$ cat src/rtl/key_set_free_and_max_tracker_macros.svh
// ---------------------------------------------------------------------------
// Key set tracker assertion macros
// Shared concurrent assertion shorthands, clocked on clk_i and disabled in reset.
// ---------------------------------------------------------------------------
`ifndef KEY_SET_FREE_AND_MAX_TRACKER_MACROS_SVH
`define KEY_SET_FREE_AND_MAX_TRACKER_MACROS_SVH

// Antecedent implies consequent in the same cycle
`define KSFMT_ASSERT_SAME(label, ante, cons) \
  label: assert property (@(posedge clk_i) disable iff (!rst_ni) (ante) |-> (cons)) \
    else $error("key set tracker check failed");

// Antecedent implies consequent in the following cycle
`define KSFMT_ASSERT_NEXT(label, ante, cons) \
  label: assert property (@(posedge clk_i) disable iff (!rst_ni) (ante) |=> (cons)) \
    else $error("key set tracker check failed");

`endif

$ cat src/rtl/ksfmt_pkg.sv
// ---------------------------------------------------------------------------
// Key set tracker package
// Sizes of the presence bitmap, its word memory and bit-search helpers.
// ---------------------------------------------------------------------------
`default_nettype none

package ksfmt_pkg;

  // Key space and field widths
  localparam int KEY_SPACE = 1024;
  localparam int KEY_W     = 10;
  localparam int FREE_W    = 11;

  // Bitmap is held as words of WORD_W bits
  localparam int WORD_W    = 32;
  localparam int IDX_W     = $clog2(WORD_W);
  localparam int WORDS     = KEY_SPACE / WORD_W;
  localparam int WADDR_W   = $clog2(WORDS);

  // Operation codes
  localparam logic OP_ADD  = 1'b0;
  localparam logic OP_DEL  = 1'b1;

  // Result of a bit search within one word
  typedef struct packed {
    logic             found;
    logic [IDX_W-1:0] idx;
  } bit_pos_t;

  // Highest set bit, binary halving search
  function automatic bit_pos_t highest_one(logic [WORD_W-1:0] v);
    logic [WORD_W-1:0] cur;
    logic [WORD_W-1:0] upper;
    bit_pos_t          res;
    cur       = v;
    res.idx   = '0;
    res.found = |v;
    for (int l = IDX_W - 1; l >= 0; l--) begin
      upper = cur >> (1 << l);
      if (upper != '0) begin
        res.idx[l] = 1'b1;
        cur = upper;
      end
      cur = cur & ~({WORD_W{1'b1}} << (1 << l));
    end
    return res;
  endfunction

  // Lowest set bit, binary halving search
  function automatic bit_pos_t lowest_one(logic [WORD_W-1:0] v);
    logic [WORD_W-1:0] cur;
    logic [WORD_W-1:0] lower;
    bit_pos_t          res;
    cur       = v;
    res.idx   = '0;
    res.found = |v;
    for (int l = IDX_W - 1; l >= 0; l--) begin
      lower = cur & ~({WORD_W{1'b1}} << (1 << l));
      if (lower == '0) begin
        res.idx[l] = 1'b1;
        cur = cur >> (1 << l);
      end else begin
        cur = lower;
      end
    end
    return res;
  endfunction

endpackage

`default_nettype wire

$ cat src/rtl/key_set_free_and_max_tracker.sv
// Each input beat reads its key's bitmap word, writes back any change to it
// and ends in a finish state. A first-free advance or a highest-key rescan in
// between reads one 32-bit bitmap word per cycle from the word memory.
// One beat is in work at a time; a finished result waits in the output register.
// Reset clears the bitmap at once through per-word valid flops: no clearing pass.
// First-free resets to 1 and highest key to 0.
// ---------------------------------------------------------------------------
// Key set free and max tracker
// Presence bitmap in a word memory with running first-free and highest key.
// ---------------------------------------------------------------------------
`default_nettype none

module key_set_free_and_max_tracker (
  input  wire logic        clk_i,
  input  wire logic        rst_ni,
  input  wire logic        s_axis_tvalid,
  output logic             s_axis_tready,
  input  wire logic [15:0] s_axis_tdata,   // [9:0] key, [15:10] zero
  input  wire logic        s_axis_tuser,   // [0] func
  output logic             m_axis_tvalid,
  input  wire logic        m_axis_tready,
  output logic [23:0]      m_axis_tdata    // [0] found, [11:1] first_free,
                                           // [21:12] highest_key, [23:22] zero
);

  `include "key_set_free_and_max_tracker_macros.svh"

  localparam int WW = ksfmt_pkg::WORD_W;
  localparam int IW = ksfmt_pkg::IDX_W;
  localparam int AW = ksfmt_pkg::WADDR_W;
  localparam int KW = ksfmt_pkg::KEY_W;
  localparam int FW = ksfmt_pkg::FREE_W;
  localparam logic [AW-1:0] LAST_WORD = AW'(ksfmt_pkg::WORDS - 1);

  // Sequencer states
  localparam logic [2:0] ST_IDLE = 3'd0;
  localparam logic [2:0] ST_RD   = 3'd1;
  localparam logic [2:0] ST_UP   = 3'd2;
  localparam logic [2:0] ST_DN   = 3'd3;
  localparam logic [2:0] ST_FIN  = 3'd4;

  logic [2:0]    state_q, state_d;
  logic [KW-1:0] key_q, key_d;
  logic          func_q, func_d;
  logic [FW-1:0] free_q, free_d;
  logic [KW-1:0] top_q, top_d;
  logic          found_q, found_d;
  logic [AW-1:0] scan_w_q, scan_w_d;
  logic          out_valid_q, out_valid_d;
  logic [23:0]   out_data_q, out_data_d;

  // Word memory and its per-word valid flops
  logic [WW-1:0] mem [ksfmt_pkg::WORDS];
  logic [ksfmt_pkg::WORDS-1:0] vld_q;
  logic [WW-1:0] rdata_q;
  logic          rd_vld_q;
  logic          rd_en;
  logic [AW-1:0] rd_addr;
  logic          mem_we;
  logic [WW-1:0] mem_wdata;
  logic [WW-1:0] rd_word;

  // Decode of the held key
  logic [AW-1:0] key_w;
  logic [IW-1:0] key_b;
  logic [WW-1:0] bit_mask;
  logic [WW-1:0] low_fill;
  logic [WW-1:0] mod_add;
  logic [WW-1:0] mod_del;
  logic          key_present;
  logic          key_in_range;
  logic          in_acc;
  logic          out_load;
  ksfmt_pkg::bit_pos_t rd_up_pos;
  ksfmt_pkg::bit_pos_t rd_dn_pos;
  ksfmt_pkg::bit_pos_t scan_up_pos;
  ksfmt_pkg::bit_pos_t scan_dn_pos;

  assign s_axis_tready = (state_q == ST_IDLE);
  assign in_acc        = s_axis_tvalid & s_axis_tready;
  assign m_axis_tvalid = out_valid_q;
  assign m_axis_tdata  = out_data_q;

  assign rd_word      = rd_vld_q ? rdata_q : '0;
  assign key_w        = AW'(key_q >> IW);
  assign key_b        = key_q[IW-1:0];
  assign bit_mask     = WW'(1) << key_b;
  assign low_fill     = {WW{1'b1}} >> (IW'(WW - 1) - key_b);
  assign mod_add      = rd_word | bit_mask;
  assign mod_del      = rd_word & ~bit_mask;
  assign key_present  = |(rd_word & bit_mask);
  assign key_in_range = (32'(key_q) < ksfmt_pkg::KEY_SPACE);

  // Bit searches: in the key's own word and in scanned words
  assign rd_up_pos   = ksfmt_pkg::lowest_one(~(mod_add | low_fill));
  assign rd_dn_pos   = ksfmt_pkg::highest_one(mod_del);
  assign scan_up_pos = ksfmt_pkg::lowest_one(~rd_word);
  assign scan_dn_pos = ksfmt_pkg::highest_one(rd_word);

  // Sequencer: read, modify, write back, then scan words if needed
  always_comb begin
    state_d   = state_q;
    key_d     = key_q;
    func_d    = func_q;
    free_d    = free_q;
    top_d     = top_q;
    found_d   = found_q;
    scan_w_d  = scan_w_q;
    rd_en     = 1'b0;
    rd_addr   = key_w;
    mem_we    = 1'b0;
    mem_wdata = mod_add;
    out_load  = 1'b0;

    case (state_q)
      ST_IDLE: begin
        if (in_acc) begin
          key_d   = s_axis_tdata[KW-1:0];
          func_d  = s_axis_tuser;
          rd_en   = 1'b1;
          rd_addr = AW'(s_axis_tdata[KW-1:0] >> IW);
          state_d = ST_RD;
        end
      end
      ST_RD: begin
        state_d = ST_FIN;
        if (!key_in_range) begin
          found_d = 1'b0;
        end else if (func_q == ksfmt_pkg::OP_ADD) begin
          mem_we    = 1'b1;
          mem_wdata = mod_add;
          found_d   = 1'b1;
          if (key_q > top_q) begin
            top_d = key_q;
          end
          if (FW'(key_q) == free_q) begin
            if (rd_up_pos.found) begin
              free_d = FW'({key_w, rd_up_pos.idx});
            end else if (key_w == LAST_WORD) begin
              free_d = FW'(ksfmt_pkg::KEY_SPACE);
            end else begin
              rd_en    = 1'b1;
              rd_addr  = key_w + 1'b1;
              scan_w_d = key_w + 1'b1;
              state_d  = ST_UP;
            end
          end
        end else if (!key_present) begin
          found_d = 1'b0;
        end else begin
          mem_we    = 1'b1;
          mem_wdata = mod_del;
          found_d   = 1'b1;
          if (FW'(key_q) < free_q) begin
            free_d = FW'(key_q);
          end
          // Highest key gone: nothing above it is present, search downwards
          if (key_q == top_q) begin
            if (rd_dn_pos.found) begin
              top_d = KW'({key_w, rd_dn_pos.idx});
            end else if (key_w == '0) begin
              top_d = '0;
            end else begin
              rd_en    = 1'b1;
              rd_addr  = key_w - 1'b1;
              scan_w_d = key_w - 1'b1;
              state_d  = ST_DN;
            end
          end
        end
      end
      ST_UP: begin
        if (scan_up_pos.found) begin
          free_d  = FW'({scan_w_q, scan_up_pos.idx});
          state_d = ST_FIN;
        end else if (scan_w_q == LAST_WORD) begin
          free_d  = FW'(ksfmt_pkg::KEY_SPACE);
          state_d = ST_FIN;
        end else begin
          rd_en    = 1'b1;
          rd_addr  = scan_w_q + 1'b1;
          scan_w_d = scan_w_q + 1'b1;
        end
      end
      ST_DN: begin
        if (scan_dn_pos.found) begin
          top_d   = KW'({scan_w_q, scan_dn_pos.idx});
          state_d = ST_FIN;
        end else if (scan_w_q == '0) begin
          top_d   = '0;
          state_d = ST_FIN;
        end else begin
          rd_en    = 1'b1;
          rd_addr  = scan_w_q - 1'b1;
          scan_w_d = scan_w_q - 1'b1;
        end
      end
      ST_FIN: begin
        if (!out_valid_q || m_axis_tready) begin
          out_load = 1'b1;
          state_d  = ST_IDLE;
        end
      end
      default: begin
        state_d = ST_IDLE;
      end
    endcase
  end

  // Output register
  always_comb begin
    out_valid_d = out_valid_q & ~m_axis_tready;
    out_data_d  = out_data_q;
    if (out_load) begin
      out_valid_d = 1'b1;
      out_data_d  = {2'b00, top_q, free_q, found_q};
    end
  end

  // Control registers
  always_ff @(posedge clk_i or negedge rst_ni) begin
    if (!rst_ni) begin
      state_q     <= ST_IDLE;
      free_q      <= FW'(1);
      top_q       <= '0;
      out_valid_q <= 1'b0;
      vld_q       <= '0;
      rd_vld_q    <= 1'b0;
    end else begin
      state_q     <= state_d;
      free_q      <= free_d;
      top_q       <= top_d;
      out_valid_q <= out_valid_d;
      if (mem_we) begin
        vld_q[key_w] <= 1'b1;
      end
      if (rd_en) begin
        rd_vld_q <= vld_q[rd_addr];
      end
    end
  end

  // Payload registers
  always_ff @(posedge clk_i) begin
    key_q      <= key_d;
    func_q     <= func_d;
    found_q    <= found_d;
    scan_w_q   <= scan_w_d;
    out_data_q <= out_data_d;
  end

  // Bitmap word memory, one write and one registered read port
  always_ff @(posedge clk_i) begin
    if (mem_we) begin
      mem[key_w] <= mem_wdata;
    end
    if (rd_en) begin
      rdata_q <= mem[rd_addr];
    end
  end

  // Checks
  `KSFMT_ASSERT_SAME(a_free_bounded, 1'b1, free_q <= FW'(ksfmt_pkg::KEY_SPACE))
  `KSFMT_ASSERT_NEXT(a_acc_reads, in_acc, state_q == ST_RD)
  `KSFMT_ASSERT_SAME(a_result_from_fin, $rose(out_valid_q), $past(state_q) == ST_FIN)
  `KSFMT_ASSERT_NEXT(a_up_scan_steps, state_q == ST_UP && state_d == ST_UP,
                     scan_w_q == $past(scan_w_q) + 1'b1)

endmodule

`default_nettype wire

$ cat config.mk
export PLATFORM = sky130hd
export DESIGN_NAME = key_set_free_and_max_tracker
export DESIGN_NICKNAME = d
export VERILOG_FILES = /design/src/rtl/ksfmt_pkg.sv /design/src/rtl/key_set_free_and_max_tracker.sv
export VERILOG_INCLUDE_DIRS = /design/src /design/src/rtl
export SDC_FILE = /design/constraint.sdc
export NUM_CORES = 2
export LEC_CHECK = 0
export BUFFER_PORTS_ARGS = -buffer_cell sky130_fd_sc_hd__buf_2
export CAP_MARGIN = 10
export CORE_MARGIN = 2
export CORE_UTILIZATION = 51
export CTS_CLUSTER_SIZE = 12
export DETAILED_ROUTE_END_ITERATION = 16
export GPL_ROUTABILITY_DRIVEN = 0
export MAX_ROUTING_LAYER = met4
export PLACE_DENSITY = 0.72
export SLEW_MARGIN = 25
export SYNTH_ARGS = -nofsm -noshare
export SYNTH_HDL_FRONTEND = slang
export SYNTH_SLANG_ARGS = --single-unit
export TNS_END_PERCENT = 1
$ cat constraint.sdc
create_clock -name clk_i -period 12.4 [get_ports clk_i]
set_input_delay 2.48 -clock clk_i [delete_from_list [all_inputs] [get_ports clk_i]]
set_output_delay 2.48 -clock clk_i [all_outputs]
set_load 0.02 [all_outputs]
==> flow_metrics.py <==
metrics = {
    "outcome": {
        "status": "finished, final reports clean",
    },
    "synthesis": {
        "synth-seq-cells": 1153,
        "synthCells": 3278,
        "yosys_warnings": 0,
        "yosys-top-cells-count": "edfxtp_1, nand2_1, mux4_2",
        "synth_top_cell_by_area": "edfxtp_1",
        "syn_area_um2": 49000,
        "synth-seq-area-share_pct": 70.1,
        "yosysMostFrequentCell": "edfxtp_1",
        "synth_top_area_share_pct": 67.1,
        "yosys-top-cells-area": "edfxtp_1, mux4_2, nand2_1, dfrtp_1, mux2i_1",
        "synth-edff-count": 1095,
        "synth.avg_cell_area_um2": 15.0,
        "synthDistinctLibCells": 95,
        "ys_async_sr_fraction_pct": 5.03,
        "synth_ff_type": "edfxtp_1",
    },
    "critical_path": {
        "cp.required_ns": 12.93,
        "start_kind": "flip-flop",
        "crit_arrival_ns": 7.87,
        "crit_fanout": 40,
        "path_class": "reg -> reg",
        "crit_path_end_kind": "flip-flop",
    },
    "timing": {
        "fin_crit_sh_pct": 59.2,
        "setup_viol_count_final": 0,
        "min_period_ns": 7.34,
        "finalSetupTns_ns": 0,
        "rsz0062_at_grt": "false",
        "tightest_slew_ns": 1.11,
        "fmax_ghz": 0.136,
        "finalClockSkew_ns": 0.0553,
        "worst_slew_margin_rel_pct": 26.3,
        "drv_slew": 0,
        "finalHoldViolCount": 0,
    },
    "clocking": {
        "clk_latency_ns": 0.72,
        "ctsResizeCount": 0,
        "cts_buffers": 113,
        "tritoncts": "yes",
        "cts.sinks": 1153,
        "h-tree-depth": 3,
        "clk_path_buf_depth": 3,
        "cts-root-buf": "clkbuf_16",
        "cts_setup_buffers": 0,
        "path_clk_slew_ns": 0.06,
        "cts_hold_buffers": 0,
    },
    "power_and_ir_drop": {
        "power.leakage_nw": 17.8,
        "seqPwrFrac_pct": 38.4,
        "p_sw_w": 0.00539,
        "clock_power_share_pct": 22.4,
        "worst_ir_drop_vdd_mv": 0.295,
        "p_comb_share_pct": 39.2,
        "power_w": 0.0140,
        "intPower_w": 0.00859,
        "power_density_nw_per_um2": 257,
        "p_sw_share_pct": 38.6,
    },
    "finish": {
        "final_cell_area_um2": 54400,
        "area_growth_pct": 11.0,
        "post-route-util_pct": 57.2,
        "drive_gt1_share_pct": 16.6,
        "final_nets": 3354,
        "layout.cells.non_filler": 4638,
    },
    "die": {
        "boundaryPins": 47,
        "die_area_um2": 98600,
        "rows": 113,
        "core_area_um2": 95200,
        "die_h_um": 314,
        "die_width_um": 314,
        "initial_core_util_pct": 51.5,
    },
    "grt": {
        "grt_overflow": 0,
        "grt_pass1_vias": 29800,
        "grt_pass1_wl_mm": 202,
        "grt_max_degree": 153,
        "groute.usage.overall_pct": 28.9,
        "grt_antenna_before_repair": 9,
    },
    "drt": {
        "first_pass_iters": 9,
        "wl_mm": 138,
        "wl_per_cell_um": 29.8,
        "drtAntennaViolNets": 0,
        "drc": 0,
        "vias_per_cell": 6.75,
        "routed-via-count": 31300,
        "dr.first_iter.drc_count": 5351,
    },
    "placement": {
        "placed_area_um2": 51000,
        "dp.cells": 4449,
        "dpl.hpwl_mm": 76.5,
        "portBuffers": 38,
    },
    "hold_path": {
        "hp-class": "reg -> reg",
    },
    "run": {
        "maxCapViolations": 0,
    },
}
## cell families after synthesis
| group | Yosys count | synth area share [%] |
|---|---|---|
| AOI/OAI and AO/OA | 635 | 9.21 |
| xor gates and xnor gates | 12 | 0.214 |
| adders and majority gates | 30 | 0.761 |
| buffers and inverters | 268 | 2.56 |
| DFF | 1153 | 70.1 |
| muxes | 201 | 7.42 |
| other | 1 | 0.00765 |
| and+or+nand+nor | 978 | 9.78 |
## cells in the final DEF (no fill, tap or decap), types with 29 or more instances in the layout
cell type | Yosys | final
clkbuf_16 | 0 | 113
nor4_1 | 66 | 66
or2_2 | 37 | 37
a21oi_1 | 85 | 83
and2_1 | 85 | 84
buf_4 | 27 | 88
a211oi_1 | 77 | 77
a32oi_1 | 42 | 42
nor2_1 | 99 | 63
a31oi_1 | 58 | 50
nand2_1 | 437 | 436
edfxtp_1 | 1095 | 1095
a311oi_1 | 67 | 67
o21ai_0 | 64 | 60
nor2_4 | 0 | 36
mux4_2 | 129 | 129
inv_1 | 40 | 40
mux2i_1 | 65 | 57
ha_1 | 29 | 29
dfrtp_1 | 57 | 56
buf_2 | 68 | 38
nand3_1 | 117 | 113
o22ai_1 | 71 | 71
## final cells by class
| cell class | instances | area (um2) |
|---|---|---|
| Fill cell | 7126 | 40700 |
| Sequential cell | 1153 | 34300 |
| Multi-Input combinational cell | 1858 | 14000 |
| Clock buffer | 146 | 3000 |
| Tap cell | 1265 | 1580 |
| Timing Repair Buffer | 137 | 1040 |
| Clock inverter | 30 | 254 |
| Inverter | 41 | 154 |
| Antenna cell | 8 | 20.0 |
## flip-flops by register name (all words and copies together), names as in the netlist
| name | count |
|---|---|
| top_q | 10 |
| rd_vld_q | 1 |
| key_q | 10 |
| m_axis_tdata | 22 |
| mem | 1024 |
| free_q | 11 |
| scan_w_q | 5 |
| vld_q | 32 |
| m_axis_tvalid | 1 |
| found_q | 1 |
| rdata_q | 32 |
| state_q | 3 |
| func_q | 1 |
## power by group through the flow
stage	registers (W)	logic, W	clock network (W)
finish	0.00538	0.00548	0.00313
global route	0.00537	0.00583	0.00331
CTS	0.00533	0.00535	0.00316
detailed placement	0.00541	0.00533	0
global placement	0.00541	0.00518	0
floorplan	0.00526	0.00370	0
## per-stage QoR
step,worst slack (ns),hold WS [ns]
global route,5.06,0.432
detailed placement,5.18,0.418
finish,5.06,0.432
CTS,5.49,0.433
floorplan,7.01,0.400
global placement,4.97,0.408
## per-layer routing
metal	GRT usage, %	share of wire, %
met5	-	0
met4	13.4	5.5
met3	6.78	13
met2	42.1	45
met1	39.0	37
## final timing paths
| kind | start | to | slack (ns) | cells past startpoint |
|---|---|---|---|---|
| worst max-delay path | key_q[4] | rdata_q[30] | 5.06 | 14 |
| worst min-delay path | found_q | m_axis_tdata[0] | 0.43 | 0 |
| worst max register to register | key_q[4] | rdata_q[30] | 5.06 | 14 |
| worst min register to register | found_q | m_axis_tdata[0] | 0.43 | 0 |
| max in group asynchronous | rst_ni | rd_vld_q | 9.91 | 2 |
| min in group asynchronous | rst_ni | free_q[4] | 1.90 | 2 |
## worst max-delay path: stages, from the launching register on
cell,delay [ns]
edfxtp_1,0.33
buf_4,0.44
nor2b_1,0.93
a21oi_1,0.41
nor4_2,0.78
and2_0,0.88
nand3_1,0.28
o311a_1,0.40
o32a_2,0.49
buf_4,0.41
nand3_2,0.64
buf_4,0.47
o22ai_1,0.13
or2_0,0.28
nor3_1,0.20
Power figures use the tool's default switching activity.
